--- src/weighted_running_mean_variance_macros.svh ---
// assertion macros for the weighted running mean/variance block
// no dependencies; included by the files that carry assertions
`ifndef WEIGHTED_RUNNING_MEAN_VARIANCE_MACROS_SVH
`define WEIGHTED_RUNNING_MEAN_VARIANCE_MACROS_SVH
`ifndef SYNTH
`define WRMV_ASSERT(label, clk, rst_n, prop, msg) \
	label: assert property (@(posedge clk) disable iff (!rst_n) prop) else $error(msg);
`define WRMV_NEVER(label, clk, rst_n, expr, msg) \
	label: assert property (@(posedge clk) disable iff (!rst_n) !(expr)) else $error(msg);
`else
`define WRMV_ASSERT(label, clk, rst_n, prop, msg)
`define WRMV_NEVER(label, clk, rst_n, expr, msg)
`endif
`endif

--- src/wrmv_pkg.sv ---
// shared constants and types of the weighted running mean/variance block
// no dependencies
package wrmv_pkg;

	localparam int CountWidth = 32;

	localparam logic [62:0] V63Max = {63{1'b1}};
	localparam logic [40:0] StepLim = {1'b1, 40'b0};

	// request to the shared multiply/divide unit
	typedef struct packed {
		logic        start;
		logic        div;
		logic [63:0] a;
		logic [63:0] b;
		logic [63:0] d;
	} mdu_req_t;

	// status and result of the shared unit
	typedef struct packed {
		logic        busy;
		logic        done;
		logic [63:0] result;
	} mdu_rsp_t;

endpackage

--- src/wrmv_mdu.sv ---
// shared multiply/divide unit: trunc(a*b/d) saturating at 2^64-1, or low 64 bits of a*b
// depends on wrmv_pkg
module wrmv_mdu (
	input  logic               clk,
	input  logic               arst_n,
	input  wrmv_pkg::mdu_req_t req,
	output wrmv_pkg::mdu_rsp_t rsp
);

	typedef enum logic [1:0] {S_IDLE, S_MUL, S_DIV, S_DONE} state_t;

	state_t         state_q;
	logic [1:0]     idx_q;
	logic [5:0]     bit_q;
	logic [63:0]    a_q, b_q, d_q;
	logic           div_q;
	logic [127:0]   acc_q;

	logic [31:0]    a_half, b_half;
	logic [63:0]    pp;
	logic [127:0]   pp_sh, acc_next;
	logic [64:0]    trial;
	logic           ge;
	logic [64:0]    diff;

	// one 32x32 partial product per cycle
	always_comb begin
		a_half = idx_q[1] ? a_q[63:32] : a_q[31:0];
		b_half = idx_q[0] ? b_q[63:32] : b_q[31:0];
		pp = 64'(a_half) * 64'(b_half);
		case ({1'b0, idx_q[1]} + {1'b0, idx_q[0]})
			2'd0: pp_sh = {64'b0, pp};
			2'd1: pp_sh = {32'b0, pp, 32'b0};
			2'd2: pp_sh = {pp, 64'b0};
			default: pp_sh = 128'b0;
		endcase
		acc_next = acc_q + pp_sh;
	end

	// restoring division step, one quotient bit per cycle
	always_comb begin
		trial = {acc_q[127:64], acc_q[63]};
		ge = trial >= {1'b0, d_q};
		diff = trial - {1'b0, d_q};
	end

	always_ff @(posedge clk or negedge arst_n) begin
		if (!arst_n) begin
			state_q <= S_IDLE;
			idx_q <= '0;
			bit_q <= '0;
		end else begin
			case (state_q)
				S_IDLE: begin
					if (req.start) begin
						a_q <= req.a;
						b_q <= req.b;
						d_q <= req.d;
						div_q <= req.div;
						acc_q <= '0;
						idx_q <= '0;
						state_q <= S_MUL;
					end
				end
				S_MUL: begin
					idx_q <= idx_q + 2'd1;
					if (idx_q == 2'd3) begin
						if (!div_q) begin
							acc_q <= acc_next;
							state_q <= S_DONE;
						end else if (d_q == 64'b0 || acc_next[127:64] >= d_q) begin
							acc_q <= {acc_next[127:64], {64{1'b1}}};
							state_q <= S_DONE;
						end else begin
							acc_q <= acc_next;
							bit_q <= '0;
							state_q <= S_DIV;
						end
					end else begin
						acc_q <= acc_next;
					end
				end
				S_DIV: begin
					acc_q <= {(ge ? diff[63:0] : trial[63:0]), acc_q[62:0], ge};
					bit_q <= bit_q + 6'd1;
					if (bit_q == 6'd63) begin
						state_q <= S_DONE;
					end
				end
				S_DONE: begin
					state_q <= S_IDLE;
				end
				default: begin
					state_q <= S_IDLE;
				end
			endcase
		end
	end

	assign rsp.busy = (state_q != S_IDLE);
	assign rsp.done = (state_q == S_DONE);
	assign rsp.result = acc_q[63:0];

endmodule

--- config.mk ---
export PLATFORM = sky130hd
export DESIGN_NAME = wrmv_mdu
export DESIGN_NICKNAME = d
export VERILOG_FILES = /design/src/weighted_running_mean_variance_macros.svh /design/src/wrmv_pkg.sv /design/src/wrmv_mdu.sv
export SDC_FILE = /design/constraint.sdc
export NUM_CORES = 2
export LEC_CHECK = 0
export BUFFER_PORTS_ARGS = -buffer_cell sky130_fd_sc_hd__buf_2
export CORE_UTILIZATION = 45
export CTS_CLUSTER_SIZE = 24
export DETAILED_ROUTE_END_ITERATION = 6
export SKIP_LAST_GASP = 1
export SLEW_MARGIN = 5
export SYNTH_ARGS = -nofsm -noshare
export SYNTH_HDL_FRONTEND = slang
export SYNTH_SLANG_ARGS = --single-unit
export TNS_END_PERCENT = 30
--- constraint.sdc ---
create_clock -name clk -period 33.5 [get_ports clk]
set_input_delay 3.35 -clock clk [delete_from_list [all_inputs] [get_ports clk]]
set_output_delay 3.35 -clock clk [all_outputs]
set_load 0.05 [all_outputs]
==> results.tsv <==
stage	metric	value	unit
timing	hold_viol_final	0	
routing	via_count	52490	
flow_run	max-cap-violations	0	
clocking	clk_latency	0.68	ns
floorplan	die_x	372.8	µm
setup_path	worstPathArrival	17.65	ns
floorplan	initial_core_util	45.51	%
run_status	status	finished, final reports clean	
timing	fin_crit_sh	51.27	%
timing	slew-limit-headroom	11.66	%
setup_path	critPathLaunchType	flip-flop	
floorplan	fp.dieH	372.8	µm
yosys	netlist_area	61890	µm²
final_layout	drive_above_1_share	8.757	%
yosys	synth_edf_count	321	
clocking	cts_sinks	331	
place	gp_routability_congestion	0.9939	
yosys	ys_seq_area_share	15.98	%
global_route	grt_pass1_vias	53540	
timing	slew_violations	0	
routing	dr.pass1.iters	5	
clocking	cts_max_level	2	
yosys	synth_warnings	0	
setup_path	crit_slowest_cell	mux2i_1	
global_route	grt_use_total	33.98	%
yosys	ys_ff_latch	331	
yosys	ys.flop_type	edfxtp_1	
final_layout	area_growth	6.785	%
clocking	cts_tree	yes	
timing	setup_violations	0	
min_path	hold_path_class	reg2reg	
final_layout	nNetsFinal	8655	
global_route	grt_overflow	0	
clocking	path_clk_slew	0.07	ns
yosys	synth_cells	7047	
setup_path	critPathMaxFanout	64	
clocking	cts_buffers	45	
setup_path	slowest_delay	1.12	ns
setup_path	crit_type	reg2reg	
yosys	synthArstFlopShare	3.021	%
routing	drt_iter0_drc	4541	
routing	antenna_left	0	
routing	wl_per_cell	26.70	µm
final_layout	final_cell_mix	inv_1, fa_1, nand2_1, nor2_1, ha_1	
yosys	synth_nets	8666	
timing	max_freq	58.22	MHz
global_route	grt_max_degree	70	
setup_path	worst_ep_required_time	33.97	ns
clocking	cts_resized	0	
routing	via_per_inst	5.928	
routing	drc	0	
place	dpl.hpwl	194.4	mm
floorplan	io_pins	262	
global_route	grt_pass1_wl	351.3	mm
yosys	avgSynthCellArea	8.782	µm²
clocking	ctsHoldBuffers	0	
global_route	grt_antenna_before_repair	21	
timing	fin_skew	0.07859	ns
clocking	post_cts_buffers	0	
routing	wl	236.4	mm
yosys	synth_cell_types	107	
place	io_buffers	261	
timing	worst-slew-pin-transition	1.288	ns
floorplan	die-area	139000	µm²
final_layout	final_common_cell	inv_1	
timing	tns	0	ns
timing	period_needed	17.18	ns
floorplan	core_region_area	136000	µm²
clocking	root_buffer	clkbuf_16	
setup_path	path_common_cell	fa_1	
timing	rsz0062_at_grt	false	
setup_path	crit_path_end_kind	flip-flop	
clocking	clockBufferDepth	3	
floorplan	rows	135	
-- flip-flops by register name, indices dropped and copies added, names as in the netlist --
signal / count
a_q: 64
acc_q: 128
b_q: 64
bit_q: 6
d_q: 64
div_q: 1
idx_q: 2
state_q: 2
-- cell families after synthesis --
family,share of synthesized area (%)
compound gates,14.25
xor+xnor,3.518
fa+ha+maj,39.66
buf+inv,9.484
flops,15.98
mux,2.952
simple gates,14.15
-- per-layer routing --
layer | vias up | global-route usage, % | routed length (µm)
met4 | 24 | 12.47 | 10140
li1 | 23140 | - | -
met3 | 466 | 6.350 | 20210
met1 | 26430 | 45.81 | 98290
met2 | 2436 | 54.32 | 107600
met5 | - | 0 | 165
-- cell usage after synthesis, types with 38 or more instances --
master / instances / area [µm²]
o22ai_1: 61 / 381.6
mux2_2: 68 / 765.7
nand4_1: 116 / 725.7
mux2i_1: 106 / 1061
inv_1: 1054 / 3956
buf_4: 71 / 533.0
xnor2_1: 155 / 1358
a21oi_1: 368 / 1842
ha_1: 525 / 6569
fa_1: 898 / 17980
nor3_1: 53 / 265.3
o21ai_0: 269 / 1346
nor2b_1: 42 / 262.8
a21o_1: 193 / 1449
buf_2: 38 / 190.2
o21bai_1: 72 / 540.5
edfxtp_1: 321 / 9639
nand2_1: 889 / 3337
and3_1: 39 / 244.0
nor2_1: 710 / 2665
o21a_1: 43 / 322.8
nand3_1: 56 / 280.3
xor2_1: 88 / 770.7
a21boi_0: 68 / 510.5
clkbuf_1: 283 / 1062
-- cell type report --
type                    instances  area [µm²]
fillers                     13230       69890
multi-input cells            5244       46450
flip-flops and latches        331        9897
inverters                    1056        3964
well taps                    1781        2228
repair buffers                358        2034
clock buffers                  52        1152
clock inverters                28       341.6
diodes                          5       12.51
-- through the flow --
step / instances / utilization [%] / hold slack [ns] / area (µm²) / worst slack (ns)
after detailed placement: 8770 / 47.49 / 0.5496 / 64570 / 16.63
after floorplan: 7047 / - / 0.5007 / 61890 / 20.46
after CTS: 8850 / 48.59 / 0.5612 / 66070 / 16.53
after global placement: 8770 / 47.49 / 0.5205 / 64570 / 16.89
final: 8855 / 48.60 / 0.5595 / 66080 / 16.32
after global routing: 8851 / 48.59 / 0.5931 / 66070 / 15.52
-- path summary, 6_finish.rpt --
check	start	to	slack [ns]	cells past startpoint
max in group asynchronous	arst_n	idx_q[0]	30.56	1
min in group asynchronous	arst_n	idx_q[1]	2.60	1
worst max register to register	idx_q[1]	acc_q[23]	16.32	46
worst min-delay path	bit_q[1]	bit_q[1]	0.56	1
worst max-delay path	idx_q[1]	acc_q[23]	16.32	46
worst min register to register	bit_q[1]	bit_q[1]	0.56	1
-- critical path, delay by kind of cell (launching register included) --
family,cells,cell delay (ns)
and+or+nand+nor,14,3.56
AOI/OAI and AO/OA,14,3.85
muxes,1,1.12
buffers and inverters,4,1.35
adders and majority gates,11,5.43
xor gates and xnor gates,2,0.77
DFF,1,0.67
Power is not shown: default switching activity piles up to over one toggle a cycle in this logic, so the estimate is an artifact.
